$ cat config.mk
export PLATFORM = sky130hd
export DESIGN_NAME = elevator_look_dispatcher
export DESIGN_NICKNAME = d
export VERILOG_FILES = /design/src/hw/rtl/eld_pkg.sv /design/src/hw/rtl/elevator_look_dispatcher.sv /design/src/hw/rtl/eld_ram.sv /design/src/hw/rtl/eld_ctrl.sv /design/src/hw/rtl/eld_datapath.sv
export SDC_FILE = /design/constraint.sdc
export NUM_CORES = 1
export LEC_CHECK = 0
export ABC_CLOCK_PERIOD_IN_PS = 18000
export BUFFER_PORTS_ARGS = -buffer_cell sky130_fd_sc_hd__buf_2
export CELL_PAD_IN_SITES_DETAIL_PLACEMENT = 0
export CELL_PAD_IN_SITES_GLOBAL_PLACEMENT = 2
export CORE_MARGIN = 3
export CORE_UTILIZATION = 44
export DETAILED_ROUTE_END_ITERATION = 10
export GPL_TIMING_DRIVEN = 1
export MAX_ROUTING_LAYER = met4
export PLACE_DENSITY_LB_ADDON = 0.1
export SLEW_MARGIN = 20
export SYNTH_ARGS = -nofsm -noshare
export SYNTH_HDL_FRONTEND = slang
export SYNTH_SLANG_ARGS = --single-unit
export TNS_END_PERCENT = 1
$ cat constraint.sdc
create_clock -name clk -period 18 [get_ports clk]
set_clock_uncertainty 0.15 [all_clocks]
set_input_delay 1.8 -clock clk [delete_from_list [all_inputs] [get_ports clk]]
set_output_delay 1.8 -clock clk [all_outputs]
set_load 0.02 [all_outputs]
$ cat src/hw/rtl/eld_pkg.sv
// Package: shared constants and command types for the elevator LOOK dispatcher.
package eld_pkg;

  localparam int FLOOR_COUNT = 16;
  localparam int FLOOR_W     = $clog2(FLOOR_COUNT + 1);
  localparam int IDX_W       = $clog2(FLOOR_COUNT);
  localparam int FIELD_W     = 5;

  localparam logic [1:0] MODE_REQUEST = 2'd0;
  localparam logic [1:0] MODE_ARRIVE  = 2'd1;
  localparam logic [1:0] MODE_UPDATE  = 2'd2;
  localparam logic [1:0] MODE_CLOSED  = 2'd3;

  localparam logic [1:0] KIND_NONE    = 2'd0;
  localparam logic [1:0] KIND_CAR     = 2'd1;
  localparam logic [1:0] KIND_HALL_UP = 2'd2;

  localparam logic [1:0] DIR_IDLE = 2'd0;
  localparam logic [1:0] DIR_UP   = 2'd1;
  localparam logic [1:0] DIR_DOWN = 2'd2;

  localparam logic [1:0] MOTOR_STOP = 2'd0;

  typedef struct packed {
    logic latch;
    logic commit;
    logic load_out;
  } eld_cmd_t;

endpackage

$ cat src/hw/rtl/elevator_look_dispatcher.sv
// Top level: elevator car dispatcher with LOOK-style target selection.
//
//   channel | handshake          | payload
//   --------+--------------------+-----------------------------------------------
//   in      | in_valid, in_stall | mode, floor, request_kind, door_open
//   out     | out_valid,out_stall| forward_request, motor_valid, motor_cmd,
//           |                    | open_door, hall_clear, hall_clear_up,
//           |                    | car_floor, target_valid, target_floor
//
// An item is handled in steps: first the request bitmap is searched and car
// state updated, then the registered read of the request-kind store completes the result.
// A new item is taken only when idle or when the last one is loaded into the result registers.
// Reset (rst, synchronous) empties the request bitmap and parks the car at floor 1, idle.
// A result held under out_stall blocks only its successor's final stage.
module elevator_look_dispatcher (
  input  logic                        clk,
  input  logic                        rst,
  input  logic                        in_valid,
  output logic                        in_stall,
  input  logic [1:0]                  mode,
  input  logic [eld_pkg::FIELD_W-1:0] floor,
  input  logic [1:0]                  request_kind,
  input  logic                        door_open,
  output logic                        out_valid,
  input  logic                        out_stall,
  output logic                        forward_request,
  output logic                        motor_valid,
  output logic [1:0]                  motor_cmd,
  output logic                        open_door,
  output logic                        hall_clear,
  output logic                        hall_clear_up,
  output logic [eld_pkg::FIELD_W-1:0] car_floor,
  output logic                        target_valid,
  output logic [eld_pkg::FIELD_W-1:0] target_floor
);
  import eld_pkg::*;

  eld_cmd_t cmd;

  eld_ctrl u_ctrl (
    .clk      (clk),
    .rst      (rst),
    .in_valid (in_valid),
    .in_stall (in_stall),
    .out_valid(out_valid),
    .out_stall(out_stall),
    .cmd      (cmd)
  );

  eld_datapath u_dp (
    .clk            (clk),
    .rst            (rst),
    .cmd            (cmd),
    .mode           (mode),
    .floor          (floor),
    .request_kind   (request_kind),
    .door_open      (door_open),
    .forward_request(forward_request),
    .motor_valid    (motor_valid),
    .motor_cmd      (motor_cmd),
    .open_door      (open_door),
    .hall_clear     (hall_clear),
    .hall_clear_up  (hall_clear_up),
    .car_floor      (car_floor),
    .target_valid   (target_valid),
    .target_floor   (target_floor)
  );

`ifndef SYNTHESIS
  a_busy_after_accept: assert property (@(posedge clk) disable iff (rst)
    in_valid && !in_stall |=> in_stall)
    else $error("input taken on the cycle after an accept");

  a_reach_stops: assert property (@(posedge clk) disable iff (rst)
    out_valid && open_door |-> motor_valid && (motor_cmd == MOTOR_STOP) && !target_valid)
    else $error("target reached without stop");

  a_hall_needs_open: assert property (@(posedge clk) disable iff (rst)
    out_valid && hall_clear |-> open_door)
    else $error("hall clear without door open");

  a_hall_up_needs_clear: assert property (@(posedge clk) disable iff (rst)
    out_valid && hall_clear_up |-> hall_clear)
    else $error("hall up flag without hall clear");
`endif

endmodule

$ cat src/hw/rtl/eld_ram.sv
// Generic single-write, single-read RAM with registered read data.
module eld_ram #(
  parameter int WIDTH = 2,
  parameter int DEPTH = 16
) (
  input  logic                     clk,
  input  logic                     we,
  input  logic [$clog2(DEPTH)-1:0] waddr,
  input  logic [WIDTH-1:0]         wdata,
  input  logic [$clog2(DEPTH)-1:0] raddr,
  output logic [WIDTH-1:0]         rdata
);

  logic [WIDTH-1:0] mem [DEPTH];

  always_ff @(posedge clk) begin
    if (we) begin
      mem[waddr] <= wdata;
    end
    rdata <= mem[raddr];
  end

endmodule

$ cat src/hw/rtl/eld_ctrl.sv
// Controller: sequences one item through compute and result stages.
module eld_ctrl (
  input  logic            clk,
  input  logic            rst,
  input  logic            in_valid,
  output logic            in_stall,
  output logic            out_valid,
  input  logic            out_stall,
  output eld_pkg::eld_cmd_t cmd
);
  import eld_pkg::*;

  typedef enum logic [1:0] {S_IDLE, S_CALC, S_FIN} state_t;

  state_t state;
  logic   out_free;

  assign out_free = !out_valid || !out_stall;
  assign in_stall = !((state == S_IDLE) || ((state == S_FIN) && out_free));

  always_comb begin
    cmd.latch    = in_valid && !in_stall;
    cmd.commit   = (state == S_CALC);
    cmd.load_out = (state == S_FIN) && out_free;
  end

  always_ff @(posedge clk) begin
    if (rst) begin
      state     <= S_IDLE;
      out_valid <= 1'b0;
    end else begin
      if ((state == S_FIN) && out_free) begin
        out_valid <= 1'b1;
      end else if (!out_stall) begin
        out_valid <= 1'b0;
      end
      case (state)
        S_IDLE: begin
          if (in_valid) begin
            state <= S_CALC;
          end
        end
        S_CALC: begin
          state <= S_FIN;
        end
        S_FIN: begin
          if (out_free) begin
            state <= in_valid ? S_CALC : S_IDLE;
          end
        end
        default: begin
          state <= S_IDLE;
        end
      endcase
    end
  end

endmodule

$ cat src/hw/rtl/eld_datapath.sv
// Datapath: request store, car state, target search and result registers.
module eld_datapath (
  input  logic                        clk,
  input  logic                        rst,
  input  eld_pkg::eld_cmd_t           cmd,
  input  logic [1:0]                  mode,
  input  logic [eld_pkg::FIELD_W-1:0] floor,
  input  logic [1:0]                  request_kind,
  input  logic                        door_open,
  output logic                        forward_request,
  output logic                        motor_valid,
  output logic [1:0]                  motor_cmd,
  output logic                        open_door,
  output logic                        hall_clear,
  output logic                        hall_clear_up,
  output logic [eld_pkg::FIELD_W-1:0] car_floor,
  output logic                        target_valid,
  output logic [eld_pkg::FIELD_W-1:0] target_floor
);
  import eld_pkg::*;

  // latched item
  logic [1:0]         mode_q;
  logic [FIELD_W-1:0] floor_q;
  logic [1:0]         kind_q;
  logic               door_q;

  // car state
  logic [FLOOR_COUNT-1:0] bm;
  logic [FLOOR_W-1:0]     cur;
  logic [1:0]             dir;
  logic                   tset;
  logic [FLOOR_W-1:0]     tgt;

  // pending result
  logic               fwd_r, mv_r, od_r, occ_r, tv_r;
  logic [1:0]         mc_r;
  logic [FLOOR_W-1:0] carf_r, tf_r;

  logic [1:0] ram_rdata;

  // combinational
  logic                   req_ok, ram_we;
  logic [IDX_W-1:0]       req_idx, cur_idx, new_idx;
  logic                   above_hit, below_hit;
  logic [IDX_W-1:0]       above_idx, below_idx;
  logic [FLOOR_W-1:0]     a_fl, b_fl;
  logic                   cset;
  logic [1:0]             cdir;
  logic [FLOOR_W-1:0]     ctgt;
  logic [FLOOR_COUNT-1:0] bm_next;
  logic [FLOOR_W-1:0]     cur_next, tgt_next;
  logic [1:0]             dir_next;
  logic                   tset_next;
  logic                   fwd, mv, chk, reach;
  logic [1:0]             mc;

  assign cur_idx = IDX_W'(cur - FLOOR_W'(1));
  assign req_idx = IDX_W'(floor_q - FIELD_W'(1));

  // nearest request strictly above / below the current floor
  always_comb begin
    above_hit = 1'b0;
    above_idx = '0;
    below_hit = 1'b0;
    below_idx = '0;
    for (int i = FLOOR_COUNT - 1; i >= 0; i--) begin
      if (bm[i] && ((i + 1) > int'(cur))) begin
        above_hit = 1'b1;
        above_idx = IDX_W'(i);
      end
    end
    for (int i = 0; i < FLOOR_COUNT; i++) begin
      if (bm[i] && ((i + 1) < int'(cur))) begin
        below_hit = 1'b1;
        below_idx = IDX_W'(i);
      end
    end
  end

  assign a_fl = FLOOR_W'(above_idx) + FLOOR_W'(1);
  assign b_fl = FLOOR_W'(below_idx) + FLOOR_W'(1);

  // target choice
  always_comb begin
    cset = 1'b0;
    cdir = DIR_IDLE;
    ctgt = tgt;
    if ((dir == DIR_UP) || (dir == DIR_DOWN)) begin
      cset = (dir == DIR_UP) ? above_hit : below_hit;
      ctgt = (dir == DIR_UP) ? a_fl : b_fl;
      cdir = cset ? dir : DIR_IDLE;
    end else if (bm[cur_idx]) begin
      cset = 1'b1;
      ctgt = cur;
    end else if (above_hit || below_hit) begin
      cset = 1'b1;
      if (!below_hit || (above_hit && ((a_fl - cur) < (cur - b_fl)))) begin
        ctgt = a_fl;
        cdir = DIR_UP;
      end else begin
        ctgt = b_fl;
        cdir = DIR_DOWN;
      end
    end
  end

  // event handling
  always_comb begin
    bm_next   = bm;
    cur_next  = cur;
    dir_next  = dir;
    tset_next = tset;
    tgt_next  = tgt;
    fwd       = 1'b0;
    mv        = 1'b0;
    mc        = MOTOR_STOP;
    chk       = 1'b0;
    req_ok    = (32'(floor_q) >= 32'd1) && (32'(floor_q) <= 32'(FLOOR_COUNT)) &&
                (kind_q != KIND_NONE) && !bm[req_idx];
    ram_we    = 1'b0;
    case (mode_q)
      MODE_REQUEST: begin
        if (req_ok) begin
          bm_next[req_idx] = 1'b1;
          fwd              = 1'b1;
          ram_we           = cmd.commit;
        end
      end
      MODE_ARRIVE: begin
        if ((dir == DIR_UP) && (cur < FLOOR_W'(FLOOR_COUNT))) begin
          cur_next = cur + FLOOR_W'(1);
        end else if ((dir == DIR_DOWN) && (cur > FLOOR_W'(1))) begin
          cur_next = cur - FLOOR_W'(1);
        end
        chk = 1'b1;
      end
      default: begin
        dir_next  = cdir;
        tset_next = cset;
        tgt_next  = ctgt;
        chk       = 1'b1;
        if (!(cset && (ctgt == cur)) && !door_q) begin
          mv = 1'b1;
          mc = cdir;
        end
      end
    endcase
    new_idx = IDX_W'(cur_next - FLOOR_W'(1));
    reach   = chk && tset_next && (tgt_next == cur_next);
    if (reach) begin
      dir_next         = DIR_IDLE;
      mv               = 1'b1;
      mc               = MOTOR_STOP;
      bm_next[new_idx] = 1'b0;
      tset_next        = 1'b0;
    end
  end

  eld_ram #(
    .WIDTH(2),
    .DEPTH(FLOOR_COUNT)
  ) u_store (
    .clk  (clk),
    .we   (ram_we),
    .waddr(req_idx),
    .wdata(kind_q),
    .raddr(new_idx),
    .rdata(ram_rdata)
  );

  always_ff @(posedge clk) begin
    if (rst) begin
      bm   <= '0;
      cur  <= FLOOR_W'(1);
      dir  <= DIR_IDLE;
      tset <= 1'b0;
      tgt  <= FLOOR_W'(1);
    end else if (cmd.commit) begin
      bm   <= bm_next;
      cur  <= cur_next;
      dir  <= dir_next;
      tset <= tset_next;
      tgt  <= tgt_next;
    end
  end

  always_ff @(posedge clk) begin
    if (cmd.latch) begin
      mode_q  <= mode;
      floor_q <= floor;
      kind_q  <= request_kind;
      door_q  <= door_open;
    end
    if (cmd.commit) begin
      fwd_r  <= fwd;
      mv_r   <= mv;
      mc_r   <= mc;
      od_r   <= reach;
      occ_r  <= bm[new_idx];
      carf_r <= cur_next;
      tv_r   <= tset_next;
      tf_r   <= tgt_next;
    end
    if (cmd.load_out) begin
      forward_request <= fwd_r;
      motor_valid     <= mv_r;
      motor_cmd       <= mc_r;
      open_door       <= od_r;
      hall_clear      <= od_r && occ_r && (ram_rdata > KIND_CAR);
      hall_clear_up   <= od_r && occ_r && (ram_rdata == KIND_HALL_UP);
      car_floor       <= FIELD_W'(carf_r);
      target_valid    <= tv_r;
      target_floor    <= tv_r ? FIELD_W'(tf_r) : '0;
    end
  end

endmodule

**Word-level counts from Yosys, hierarchy flattened**

Memories as Yosys holds them, arrays and structs flattened. A register that Yosys moved wholly into a read port is not among the register bits.
Index checks and enable logic that the tools add are counted.

- Reduce and logical (&&, ||, !) cells: 68
- Muxes and demuxes: 112
- Add/sub/neg operators: 8
- Order comparisons: 43
- Eq/ne operators: 12
- Bitwise gates (word level): 4

Operators by type and width:

| kind | count |
|---|---|
| $mux 4 | 24 |
| $mux 1 | 55 |
| $logic_and 1x1->1 | 49 |
| $mux 16 | 3 |
| $mux 5 | 9 |
| $gt 4x5->1 const A | 8 |
| $lt 4x5->1 const A | 8 |
| $mux 2 | 11 |
| $gt 3x5->1 const A | 4 |
| $lt 3x5->1 const A | 4 |
| $and 16x16->16 | 1 |
| $not 16->16 | 1 |
| $or 16x16->16 | 1 |
| $lt 4x5->1 const B | 3 |
| $bmux 1 s4 | 3 |
| $mux 3 | 4 |
| $add 4x1->5 const B | 2 |
| $eq 5x5->1 | 2 |
| $gt 2x5->1 const A | 2 |
| $lt 2x5->1 const A | 2 |
| $sub 5x5->5 | 2 |
| $demux 1 s4 | 2 |
| $ge 4x1->1 const B | 2 |
| $sub 4x1->4 const B | 2 |
| other kinds (25) | 43 |

- Register bits: 77
- Memories: 1
- Output and inout bits: 20
- Logic and storage cells: 276
- Bits of input ports: 14
- Bits in writable memories: 32

Memory list:

| name | words | bits a word | rd ports | clocked after Yosys merged registers in | wr ports | RTL line | source |
|---|---|---|---|---|---|---|---|
| u_dp.u_store.mem | 16 | 2 | 1 | 1 | 1 | eld_ram.sv:14 | `logic [WIDTH-1:0] mem [DEPTH];` |

**Depth between registers and ports, before layout**

Gate-level depths: netlist (run 1).

- Word-level depth: 33
- Depth in mapped cells: 34
- Mapped depth without buffers: 28

**Hierarchy**

From an unflattened synthesis (run 1), not the netlist that was laid out.

- Cells, all modules: 764
- Area total of the unflattened synthesis: 7,676.1 µm²

By module, submodules not included:

| module | cells an instance | instances | sequential area each (µm²) | area an instance (µm²) |
|---|---|---|---|---|
| eld_datapath | 671 | 1 | 1,931.9 | 6,152.2 |
| eld_ram | 78 | 1 | 1,001.0 | 1,380.1 |
| eld_ctrl | 15 | 1 | 60.1 | 143.9 |

**Worst setup path before layout (run 1)**

No wires, ideal clock.

- Path kind: register -> register
- Start point: register u_dp.cur[0]
- End point: register u_dp.tv_r (data pin)
- Buffers on the path: 6
- Required time: 17.593 ns
- Stages on the path, launching flop included: 33
- Slack: 10.867 ns
- Period minus slack after synthesis: 7.133 ns
- Arrival time: 6.726 ns
- Setup time: 0.257 ns
- Path through: dfxtp_1 > buf_4 > buf_2 > buf_2 > inv_1 > ha_1 > o311ai_1 > nand3_1 > o22a_1 > a31o_4 > and2_4 > buf_6 > or4_4 > nand2_1 > ha_1 > a21o_1 > a21oi_1 > xnor2_1 > xnor2_1 > ha_1 > nand4_1 > a31o_2 > nor4bb_1 > a2111oi_0 > o41a_2 > o31ai_4 > xnor2_1 > nand4b_2 > or3_1 > buf_6 > inv_2 > buf_6 > a21oi_1

- Word-level cells in the longest chain between the ends: 31
- Elaborated cells on any way between the ends: 162
- Those cells by class: add/sub (6); order compare (35); eq/ne (1); mux (80); reduce/logical (40)

RTL lines:

| what | RTL line | source |
|---|---|---|
| from (decl) | eld_datapath.sv:30 | `logic [FLOOR_W-1:0] cur;` |
| from (signal assigned) | eld_datapath.sv:181 | `cur <= cur_next;` |
| $gt 5x5->1 | eld_datapath.sv:68 | `if (bm[i] && ((i + 1) > int'(cur))) begin` |
| $logic_and 1x1->1 | eld_datapath.sv:68 |  |
| $mux 4 (16 in series) | eld_datapath.sv:68 |  |
| $add 4x1->5 | eld_datapath.sv:81 | `assign a_fl = FLOOR_W'(above_idx) + FLOOR_W'(1);` |
| $sub 5x5->5 | eld_datapath.sv:98 | `if (!below_hit \|\| (above_hit && ((a_fl - cur) < (cur - b_fl)))) begin` |
| $lt 5x5->1 | eld_datapath.sv:98 |  |
| $logic_and 1x1->1 | eld_datapath.sv:98 |  |
| $logic_or 1x1->1 | eld_datapath.sv:98 |  |
| [3 not listed] | n/a |  |
| $mux 5 * | eld_datapath.sv:89 | `if ((dir == DIR_UP) \|\| (dir == DIR_DOWN)) begin` |
| $mux 5 * | eld_datapath.sv:122 | `case (mode_q)` |
| named net u_dp.tgt_next[4] | eld_datapath.sv:52 | `logic [FLOOR_W-1:0] cur_next, tgt_next;` |
| $eq 5x5->1 * | eld_datapath.sv:150 | `reach = chk && tset_next && (tgt_next == cur_next);` |
| $logic_and 1x1->1 * | eld_datapath.sv:150 |  |
| named net u_dp.reach | eld_datapath.sv:55 | `logic fwd, mv, chk, reach;` |
| $mux 1 * | eld_datapath.sv:151 | `if (reach) begin` |
| named net u_dp.tset_next | eld_datapath.sv:54 | `logic tset_next;` |
| to (signal assigned) | eld_datapath.sv:202 | `tv_r <= tset_next;` |
| to (decl) | eld_datapath.sv:36 | `logic fwd_r, mv_r, od_r, occ_r, tv_r;` |

Mark *: on every way through the listed nets, which the timed path passes. The rest lies on a longest branch. The select of a mux whose other input is x is not followed.
A chain may end at the register's enable or synchronous reset.

**Final worst setup path (run 1)**

- Start point: register u_dp.cur[0]
- End point: register u_dp.tv_r (data pin)

- Word-level cells in the longest chain between the ends: 31
- Elaborated cells on any way between the ends: 162
- Those cells by class: add/sub (6); order compare (35); eq/ne (1); mux (80); reduce/logical (40)

RTL lines:

| what | RTL line | source |
|---|---|---|
| $gt 5x5->1 | eld_datapath.sv:68 |  |
| $logic_and 1x1->1 | eld_datapath.sv:68 |  |
| $mux 4 (16 in series) | eld_datapath.sv:68 |  |
| $add 4x1->5 | eld_datapath.sv:81 |  |
| $sub 5x5->5 | eld_datapath.sv:98 |  |
| $lt 5x5->1 | eld_datapath.sv:98 |  |
| $logic_and 1x1->1 | eld_datapath.sv:98 |  |
| $logic_or 1x1->1 | eld_datapath.sv:98 |  |
| [2 not listed] | n/a |  |
| $mux 5 | eld_datapath.sv:93 | `end else if (bm[cur_idx]) begin` |
| $mux 5 * | eld_datapath.sv:89 |  |
| $mux 5 * | eld_datapath.sv:122 |  |
| named net u_dp.tgt_next[4] | eld_datapath.sv:52 |  |
| $eq 5x5->1 * | eld_datapath.sv:150 |  |
| $logic_and 1x1->1 * | eld_datapath.sv:150 |  |
| $mux 1 * | eld_datapath.sv:151 |  |
| named net u_dp.tset_next | eld_datapath.sv:54 |  |

Marks and branches as above.

==> results.md, run 1 <==
- Status: complete, no violations
- RSZ-0062 raised after global routing: false
- DIE AREA: approximately 0.018 sq mm
- Min-delay worst type: reg -> reg
- # diodes: 0
- Core Region: around 0.016 sq mm
- Site row count: between 40 and 50
- First-pass GRT wire length: roughly 32000 um
- Die X: around 130 um
- Yosys top cell by area: edfxtp_1
- Final hold vios: 0
- CP Class: reg -> reg
- WL/cell: 21.8 um
- Flops & latches, synth: 111
- PwrDens: 67.7 mW/mm^2
- Yosys cell types: 88
- Max clock buf depth: 2
- Clk root buf: clkbuf_16
- CP max-delay cell: o41a_2
- CP max FO: 30
- Setup bufs post-CTS: 0
- CP startpoint kind: flop
- Nets: just under 800
- Antenna Violating Nets Remaining: 0
- Synthesized area: a little over 0.007 sq mm
- Launch point of the worst path: u_dp.cur[0]
- Most frequent CP cell: xnor2_1
- Detail Placement HPWL: between 15000 and 20000 um
- Reg clk slew, reported paths: roughly 0.07 ns
- Flop2flop setup slack: 10.01 ns
- Crit-path max cell delay: 0.55 ns
- Max VDD drop: 0.0403 mV
- Setup violators final: 0
- CTS tree: built
- Post-cts sizing count: 0
- Mapped Cells: 722
- Final Util: between 40 and 50%
- Slew Viols, Final: 0
- Vias per cell: approximately 6.1
- Synth warn: 0
- Slew headroom: 38.3%
- LEAKAGE: roughly 2.8 nW
- Fill cells: 1540
- Final period util: 44.4%
- Worst Setup EP: u_dp.tv_r
- Total GRT Usage: a little under a quarter
- Iter 0 DRT Violations: roughly 480
- Fin crit period: roughly 8.0 ns
- Total gr overflow: 0
- FF-to-FF End: u_dp.tv_r
- Fmax: about 0.13 GHz
- Ys async rst share: 0%
- Final instance area: 0.00785 sq mm
- Post-synth EDFFs: 77
- Vias in the first global route: around 5600
- Die Ht: 134 um
- Max-cap check violation count: 0
- Routability cong.: 0.870
- Top post-synthesis cells by area: edfxtp_1, dfxtp_1, mux4_2
- Area growth syn-to-layout: 8.23%
- Syn Area/Cell: ~10 sq um
- DR pass1 iterations: 5
- TritonCTS buffer count: 9
- Initial antenna violation count: 0
- WP data required: between 15 and 20 ns
- Layout cells sized above 1: roughly 14%
- Initial core utilization: between 40 and 50%
- Reg area: 0.00299 sq mm
- PortBufs: 33
- CTS sink count: between 100 and 150
- Slew @ Worst Pin: roughly 0.92 ns
- Routed via count: between 5000 and 6000
- Worst setup EP type: flop
- CTS Hold Bufs: 0
- Hold path depth: 0
- Largest net degree at the start of global routing: 36
- Syn Nets: ~770
- CP arrival: ~7.9 ns
- Worst skew pair latency: ~0.35 ns
- Top-area cell type share of the netlist area: between 30% and 40%
- Reg2reg start: u_dp.cur[0]
- Area post-placement: between 0.007 and 0.008 sq mm
- DR DRC count: 0
- WL final: 20800 um
- IO Count: 34
- Seq/Total Area, Yosys: around 41%
- Ys flop type: edfxtp_1
- Area occupied by multi-input gates: just under 0.004 sq mm
- Final TNS setup: 0 ns
- R2R depth: 29
- H-tree Lvls: 3
## metrics by stage
stage                     worst slack, ns  instances  power [mW]  hold slack, ns
after global placement              10.14        936       0.333           0.255
after global routing                 9.41        952       0.552           0.284
final                               10.01        952       0.531           0.269
after CTS                           10.05        952       0.533           0.271
after detailed placement            10.08        936       0.334           0.256
after floorplan                     10.87        722       0.320           0.250
## state kept, by name, indices dropped and copies added (netlist names), 5 cells and up
signal             count
u_dp.bm               16
u_dp.tf_r              5
u_dp.carf_r            5
u_dp.floor_q           5
u_dp.target_floor      5
u_dp.car_floor         5
u_dp.u_store.mem      32
u_dp.cur               5
u_dp.tgt               5
## worst min path at each step
stage                         from                    to
finish              u_dp.carf_r[4]     u_dp.car_floor[4]
global route        u_dp.carf_r[4]     u_dp.car_floor[4]
CTS                 u_dp.carf_r[4]     u_dp.car_floor[4]
detailed placement      u_dp.fwd_r  u_dp.forward_request
global placement    u_dp.carf_r[1]     u_dp.car_floor[1]
floorplan           u_dp.carf_r[0]     u_dp.car_floor[0]
## kinds of logic after synthesis
| family | Yosys count | share of synthesized area, % |
|---|---|---|
| AO/OA/AOI/OAI | 194 | 19.9 |
| adder cells (fa/ha/maj) | 30 | 5.38 |
| multiplexers | 26 | 7.21 |
| buffers and inverters | 75 | 4.68 |
| flip-flops | 111 | 41.3 |
| XOR/XNOR | 31 | 3.75 |
| AND/OR/NAND/NOR | 255 | 17.8 |
## Yosys cell counts (5+ instances only)
library cell and n:
nand3_1 27, and2_1 22, nor2_1 67, inv_1 30, ha_1 28, buf_4 6, or3_1 6, mux2i_1 5
xnor2_1 23, dfxtp_1 34, a211oi_1 10, xor2_1 8, buf_2 10, a21o_1 9, nor3_1 11, nor2b_1 10
nand2b_1 8, a31oi_1 16, clkbuf_1 23, and3_1 14, a22oi_1 5, o211ai_1 5, mux4_2 21, nand4_1 8
nand2_1 59, o21bai_1 7, edfxtp_1 77, o21a_1 5, o31a_1 9, o21ai_0 22, a21oi_1 39
## layout by cell type (no fill, tap or decap), types with 8 or more instances in the layout
cell type  Yosys  layout
edfxtp_1      77      77
nor2_1        67      67
nand2_1       59      59
a21oi_1       39      39
dfxtp_1       34      34
buf_2         10      33
inv_1         30      30
ha_1          28      28
nand3_1       27      27
o21ai_0       22      22
and2_1        22      22
xnor2_1       23      21
mux4_2        21      21
a31oi_1       16      16
and3_1        14      14
nor3_1        11      11
nor2b_1       10      10
a211oi_1      10      10
a21o_1         9       9
o31a_1         9       9
clkbuf_16      0       9
nand4_1        8       8
nand2b_1       8       8
xor2_1         8       8
buf_4          6       8
## power breakdown
group / internal [mW] / total [mW] / switching (mW)
clock network: 0.110 / 0.203 / 0.0935
registers: 0.278 / 0.283 / 0.00488
logic: 0.0170 / 0.0449 / 0.0279
total: 0.405 / 0.531 / 0.126
## metal layers
metal,vias up,global-route usage (%),wire [um]
li1,2741,-,-
met1,2855,32.4,9430
met2,213,37.1,9700
met3,34,2.59,1050
met4,0,7.41,591
met5,-,-,0
## critical path: cells and delay by family (launching register included)
family                   cells  cell delay, ns
buffers and inverters        5            1.10
XOR/XNOR                     4            0.65
AO/OA/AOI/OAI               11            2.85
flip-flops                   1            0.47
AND/OR/NAND/NOR              6            1.40
adder cells (fa/ha/maj)      3            1.10
## cell type report
class,count,share of cell area [%]
sequential,111,38.1
tap,216,3.44
multi-input combinational,536,50.1
clock buffer,9,2.87
clock inverter,7,1.02
timing repair buffer,41,2.87
inverter,32,1.53
(Power assumes the default switching activity.)
==> run 2: changes to the inputs <==
--- a/config.mk
+++ b/config.mk
@@ -5,12 +5,13 @@
 export SDC_FILE = /design/constraint.sdc
 export NUM_CORES = 1
 export LEC_CHECK = 0
-export ABC_CLOCK_PERIOD_IN_PS = 18000
+export ABC_AREA = 1
+export ABC_CLOCK_PERIOD_IN_PS = 6400
 export BUFFER_PORTS_ARGS = -buffer_cell sky130_fd_sc_hd__buf_2
 export CELL_PAD_IN_SITES_DETAIL_PLACEMENT = 0
 export CELL_PAD_IN_SITES_GLOBAL_PLACEMENT = 2
 export CORE_MARGIN = 3
-export CORE_UTILIZATION = 44
+export CORE_UTILIZATION = 34
 export DETAILED_ROUTE_END_ITERATION = 10
 export GPL_TIMING_DRIVEN = 1
 export MAX_ROUTING_LAYER = met4
==> constraint.sdc (replaced) <==
create_clock -name clk -period 6.4 [get_ports clk]
set_clock_uncertainty 0.15 [all_clocks]
set_input_delay 0.64 -clock clk [delete_from_list [all_inputs] [get_ports clk]]
set_output_delay 0.64 -clock clk [all_outputs]
set_load 0.02 [all_outputs]
==> results.md, run 2 <==
- Status: complete, no violations
- Fin crit period: 5.75 ns (-2.23 ns)
- CP startpoint kind: flop
- Reg clk slew, reported paths: 0.08 ns (about the same)
- Synthesized area: 0.00706 sq mm (-2.6%)
- Syn Nets: 937 (+22%)
- Yosys top cell by area: edfxtp_1
- Area post-placement: 0.00755 sq mm (+0.12%)
- Reg with most FFs: u_dp.u_store.mem
- DIE AREA: 0.0225 sq mm (+25%)
- Reg2reg start: u_dp.cur[3]
- Worst Setup EP: u_dp.bm[5]
- Flops & latches, synth: 111 (unchanged)
- Syn Area/Cell: 7.91 sq um (-21%)
- Final period util: 89.9% (+46 points)
- H-tree Lvls: 3 (unchanged)
- Synth top cells by count: nand2_1, inv_1, nor2_1
- CTS Hold Bufs: 0 (unchanged)
- Slew headroom: 43.6% (+5.3 points)
- CP Buf/Inv Count: 3 (-2)
- IO Count: 34 (unchanged)
- Biggest regs: u_dp.u_store.mem x32, u_dp.bm x16
- Largest net degree at the start of global routing: 36 (unchanged)
- Nets: 973 (+26%)
- Yosys cell types: 50 (-43%)
- Site row count: 52 (+13%)
- Ys async rst share: 0% (unchanged)
- Clk root buf: clkbuf_16
- Die Ht: 150 um (+12%)
- Post-synth EDFFs: 77 (unchanged)
- Max reg flops: 32 (unchanged)
- Antenna Violating Nets Remaining: 0 (unchanged)
- Fmax: 0.174 GHz (+39%)
- Slew @ Worst Pin: 0.839 ns (-0.0854 ns)
- CTS sink count: 111 (unchanged)
- Power, Total: 1.73 mW (+230%)
- Cell depth of the worst setup path: 46 (+59%)
- Top post-synthesis cells by area: edfxtp_1, dfxtp_1, nand2_1
- Die X: 150 um (+12%)
- Flop2flop setup slack: 0.65 ns (-9.37 ns)
- Mapped Cells: 893 (+24%)
- Core Region: 0.0203 sq mm (+27%)
- CP max FO: 17 (-43%)
- R2R depth: 46 (+59%)
- Synth warn: 0 (unchanged)
- Most frequent CP cell: nand2_1
- Total gr overflow: 0 (unchanged)
- WL/cell: 17.3 um (-21%)
- Count leader, synth: nand2_1
- Min-delay worst type: reg -> reg
- CP arrival: 5.86 ns (-2.07 ns)
- Placed cells: 1188 (+27%)
- First-pass GRT wire length: 32500 um (+1.4%)
- LEAKAGE: 3.39 nW (+19%)
- CP Class: reg -> reg
- CP top delay family: simple AND/OR/NAND/NOR gates
- Final Non-Filler Cells: 1204 (+26%)
- Final instance area: 0.00786 sq mm (+0.13%)
- Final TNS setup: 0 ns (unchanged)
- Initial antenna violation count: 0 (unchanged)
- DR pass1 iterations: 5 (unchanged)
- Slew Viols, Final: 0 (unchanged)
- Max VDD drop: 0.125 mV (+210%)
- Routability cong.: 0.889 (+2.1%)
- Final hold vios: 0 (unchanged)
- Detail Placement HPWL: 16100 um (+4.7%)
- Top-area cell type share of the netlist area: 32.7% (+0.84 points)
- FF-to-FF End: u_dp.bm[5]
- DR DRC count: 0 (unchanged)
- PortBufs: 33 (unchanged)
- Worst setup EP type: flop
- Vias in the first global route: 5773 (+3.9%)
- Max clock buf depth: 2 (unchanged)
- RSZ-0062 raised after global routing: false
- Vias per cell: 5.04 (-18%)
- Area growth syn-to-layout: 11.2%
- CP max-delay cell: dfxtp_2
- Worst skew pair latency: 0.36 ns (about the same)
- Most frequent cells in the layout: nand2_1, inv_1, nor2_1, edfxtp_1, o21ai_0
- Total GRT Usage: 19.5% (-4.1 points)
- CTS tree: built
- TritonCTS buffer count: 9 (unchanged)
- # diodes: 0 (unchanged)
- Seq/Total Area, Yosys: 42.4% (+1.1 points)
- WL final: 20900 um (+0.47%)
- Crit-path max cell delay: 0.40 ns (-0.15 ns)
- Fill cells: 2120 (+38%)
- Max-cap check violation count: 0 (unchanged)
- Setup violators final: 0 (unchanged)
- Iter 0 DRT Violations: 374 (-22%)
- WP data required: 6.51 ns (-11.43 ns)
- Most common cell after layout, fill and taps aside: nand2_1
- Routed via count: 6064 (+3.8%)
- Ys flop type: edfxtp_1
- Launch point of the worst path: u_dp.cur[3]
- Layout cells sized above 1: 17.5% (+3.0 points)
- Initial core utilization: 34.8% (-11 points)
- PwrDens: 221 mW/mm^2 (+230%)
==> run 2: cell types whose count changed after synthesis, moves of 16 or more <==
cell / change
o21ai_0: +44
and2_1: -21
inv_2: +23
inv_1: +82
nand2_1: +112
nor2_1: +40
mux4_2: -21
xnor2_1: -18
a31oi_1: -16
nand2_2: +26
==> run 2: layout make-up <==
cell class | count | area (sq um) | share of cell area [%]
clock inverters | 7 | 61.3 | 0.780
repair buffers | 47 | 270 | 3.44
well taps | 270 | 338 | 4.30
clock buffers | 9 | 225 | 2.87
multi-input cells | 621 | 3430 | 43.7
flip-flops and latches | 111 | 3000 | 38.2
inverters | 139 | 529 | 6.74
==> run 2: metrics by stage <==
| stage | util (%) | hold WS, ns | worst slack [ns] |
|---|---|---|---|
| CTS | 38.6 | 0.274 | 0.406 |
| floorplan | - | 0.250 | 1.19 |
| finish | 38.7 | 0.271 | 0.646 |
| global route | 38.7 | 0.282 | 0.0102 |
| detailed placement | 37.2 | 0.255 | 0.439 |
| global placement | 37.2 | 0.256 | 0.393 |
==> run 2: what timing repair did <==
| action | in CTS | in global routing |
|---|---|---|
| buffers inserted | 0 | 0 |
| resized for setup | 0 | 6 |
| endpoints found under the setup margin | 0 | 24 |
==> run 2: cells by family after synthesis <==
group,after synthesis,synth area share [%]
and+or+nand+nor,399,25.6
AOI/OAI and AO/OA,178,15.5
buffers and inverters,161,9.26
DFF,111,42.4
adders and majority gates,30,5.53
xor gates and xnor gates,14,1.74
==> run 2: how the worst min path moves through the flow <==
stage	startpoint	to	slack [ns]	depth (start not counted)
CTS	u_dp.carf_r[0]	u_dp.car_floor[0]	0.27	0
global placement	u_dp.carf_r[3]	u_dp.car_floor[3]	0.26	0
global route	request_kind[1]	u_dp.kind_q[1]	0.28	1
floorplan	u_dp.carf_r[0]	u_dp.car_floor[0]	0.25	0
detailed placement	u_dp.carf_r[0]	u_dp.car_floor[0]	0.26	0
finish	u_dp.carf_r[0]	u_dp.car_floor[0]	0.27	0
==> run 2: power breakdown <==
group | total (mW) | internal, mW | switching (mW)
Combinational | 0.355 | 0.113 | 0.242
Clock | 0.559 | 0.275 | 0.284
Sequential | 0.819 | 0.796 | 0.0226
==> run 2: worst register-to-register path, delay by kind of cell (launching register included) <==
| family | cells | cell delay, ns |
|---|---|---|
| AOI/OAI and AO/OA | 3 | 0.61 |
| xor gates and xnor gates | 2 | 0.29 |
| adders and majority gates | 3 | 0.76 |
| buffers and inverters | 3 | 0.29 |
| DFF | 1 | 0.40 |
| and+or+nand+nor | 35 | 3.17 |
==> run 2: metal layers <==
metal / vias to the layer above / wire, um / track usage (%)
li1: 3041 / - / -
met1: 2858 / 9820 / 25.7
met2: 148 / 9940 / 32.1
met3: 17 / 820 / 2.80
met4: 0 / 282 / 4.25
met5: - / 0 / -
==> run 3: changes to the inputs <==
--- a/config.mk
+++ b/config.mk
@@ -15,7 +15,7 @@
 export DETAILED_ROUTE_END_ITERATION = 10
 export GPL_TIMING_DRIVEN = 1
 export MAX_ROUTING_LAYER = met4
-export PLACE_DENSITY_LB_ADDON = 0.1
+export PLACE_DENSITY = 0.82
 export SLEW_MARGIN = 20
 export SYNTH_ARGS = -nofsm -noshare
 export SYNTH_HDL_FRONTEND = slang
==> results.md, run 3 (synthesized netlist as in run 2, its figures left out) <==
- CP top delay family: simple AND/OR/NAND/NOR gates
- Hold WS: 0.276 ns (+0.00437 ns)
- Min-delay worst type: reg -> reg
- WP data required: 6.49 ns (-0.02 ns)
- Flop2flop setup slack: 0.59 ns (-0.06 ns)
- DR DRC count: 0 (unchanged)
- CP max FO: 17 (unchanged)
- Vias in the first global route: 5548 (-3.9%)
- CP Buf/Inv Count: 3 (unchanged)
- Max reg flops: 32 (unchanged)
- Largest net degree at the start of global routing: 36 (unchanged)
- Reg with most FFs: u_dp.u_store.mem
- Most frequent CP cell: nand2_1
- Post-cts sizing count: 0 (unchanged)
- Reg2reg start: u_dp.cur[4]
- Reg clk slew, reported paths: 0.08 ns (about the same)
- CP max-delay cell: dfxtp_4
- Final Non-Filler Cells: 1205 (+0.083%)
- Routed via count: 5931 (-2.2%)
- Detail Placement HPWL: 15700 um (-2.7%)
- Max VDD drop: 0.174 mV (+39%)
- Final period util: 90.8% (+0.89 points)
- Initial antenna violation count: 0 (unchanged)
- H-tree Lvls: 3 (unchanged)
- Nets: 974 (+0.10%)
- Setup violators final: 0 (unchanged)
- Final TNS setup: 0 ns (unchanged)
- CTS tree: built
- Most common cell after layout, fill and taps aside: nand2_1
- Total GRT Usage: 18.7% (-0.82 points)
- CP startpoint kind: flop
- Iter 0 DRT Violations: 348 (-7.0%)
- DIE AREA: 0.0225 sq mm (unchanged)
- Cell depth of the worst setup path: 46 (unchanged)
- Antenna Violating Nets Remaining: 0 (unchanged)
- Setup bufs post-CTS: 0 (unchanged)
- Final hold vios: 0 (unchanged)
- Die X: 150 um (unchanged)
- PortBufs: 33 (unchanged)
- Core Region: 0.0203 sq mm (unchanged)
- Biggest regs: u_dp.u_store.mem x32, u_dp.bm x16
- Fin crit period: 5.81 ns (+0.0567 ns)
- Fmax: 0.172 GHz (-0.98%)
- TritonCTS buffer count: 9 (unchanged)
- PwrDens: 221 mW/mm^2 (+0.39%)
- FF-to-FF End: u_dp.bm[6]
- Total gr overflow: 0 (unchanged)
- Layout cells sized above 1: 17.6% (+0.20 points)
- WL/cell: 16.7 um (-3.8%)
- Max clock buf depth: 2 (unchanged)
- WL final: 20100 um (-3.7%)
- CTS sink count: 111 (unchanged)
- IO Count: 34 (unchanged)
- Max-cap check violation count: 0 (unchanged)
- Fill cells: 2142 (+1.0%)
- # diodes: 0 (unchanged)
- CP arrival: 5.90 ns (+0.04 ns)
- Most frequent cells in the layout: nand2_1, inv_1, nor2_1, edfxtp_1, o21ai_0
- Slew Viols, Final: 0 (unchanged)
- Worst Setup EP: u_dp.bm[6]
- Pre-CTS setup slack: 0.328 ns (-0.111 ns)
- Site row count: 52 (unchanged)
- Placed cells: 1189 (+0.084%)
- Launch point of the worst path: u_dp.cur[4]
- R2R depth: 46 (unchanged)
- First-pass GRT wire length: 31500 um (-2.9%)
- CP Class: reg -> reg
- Worst setup EP type: flop
- Status: complete, no violations
- LEAKAGE: 3.40 nW (+0.32%)
- Initial core utilization: 34.8% (unchanged)
- Die Ht: 150 um (unchanged)
- Crit-path max cell delay: 0.42 ns (+0.02 ns)
- Area growth syn-to-layout: 11.4%
- Slew headroom: 44.3% (+0.78 points)
- Worst skew pair latency: 0.35 ns (about the same)
- RSZ-0062 raised after global routing: false
- Vias per cell: 4.92 (-2.3%)
- Final worst slack: 0.590 ns (-0.0567 ns)
- Slew @ Worst Pin: 0.834 ns (-0.00495 ns)
- DR pass1 iterations: 5 (unchanged)
- CTS Hold Bufs: 0 (unchanged)
- Routability cong.: 0.907 (+2.0%)
- Clk root buf: clkbuf_16
==> run 3: metrics by stage <==
step	area, sq um	power (mW)	util, %
after CTS	7860	1.76	38.7
after floorplan	7060	1.09	-
after detailed placement	7560	1.19	37.2
after global placement	7560	1.20	37.2
final	7870	1.74	38.8
after global routing	7870	1.83	38.8
==> run 3: layout make-up <==
class / count / area [sq um] / share of cell area (%)
Multi-Input combinational cell: 621 / 3420 / 43.4
Sequential cell: 111 / 3000 / 38.1
Inverter: 139 / 529 / 6.72
Tap cell: 270 / 338 / 4.29
Timing Repair Buffer: 48 / 278 / 3.53
Clock buffer: 9 / 225 / 2.86
Clock inverter: 7 / 81.3 / 1.03
==> run 3: worst min-delay path by stage <==
stage                         from           endpoint  slack [ns]  cells past startpoint
finish              u_dp.carf_r[4]  u_dp.car_floor[4]        0.28                      0
global route        u_dp.carf_r[4]  u_dp.car_floor[4]        0.29                      0
CTS                 u_dp.carf_r[4]  u_dp.car_floor[4]        0.28                      0
detailed placement  u_dp.carf_r[1]  u_dp.car_floor[1]        0.26                      0
global placement    u_dp.carf_r[1]  u_dp.car_floor[1]        0.26                      0
floorplan           u_dp.carf_r[0]  u_dp.car_floor[0]        0.25                      0
==> run 3: where the power goes <==
part / total (mW) / switching (mW) / internal [mW]
clock network: 0.564 / 0.282 / 0.281
registers: 0.817 / 0.0214 / 0.796
logic: 0.362 / 0.248 / 0.113
total: 1.74 / 0.552 / 1.19
==> run 3: worst reg2reg max path: cells and delay by family (launching register included) <==
kind / cells / cell delay, ns
AO/OA/AOI/OAI: 3 / 0.69
XOR/XNOR: 2 / 0.37
adder cells (fa/ha/maj): 3 / 0.72
buffers and inverters: 3 / 0.29
flip-flops: 1 / 0.42
AND/OR/NAND/NOR: 35 / 3.11
==> run 3: routing by layer <==
metal	wire length (um)	GRT usage (%)
met4	210	3.43
met2	8960	28.6
met5	0	-
met3	699	1.54
met1	10200	27.4
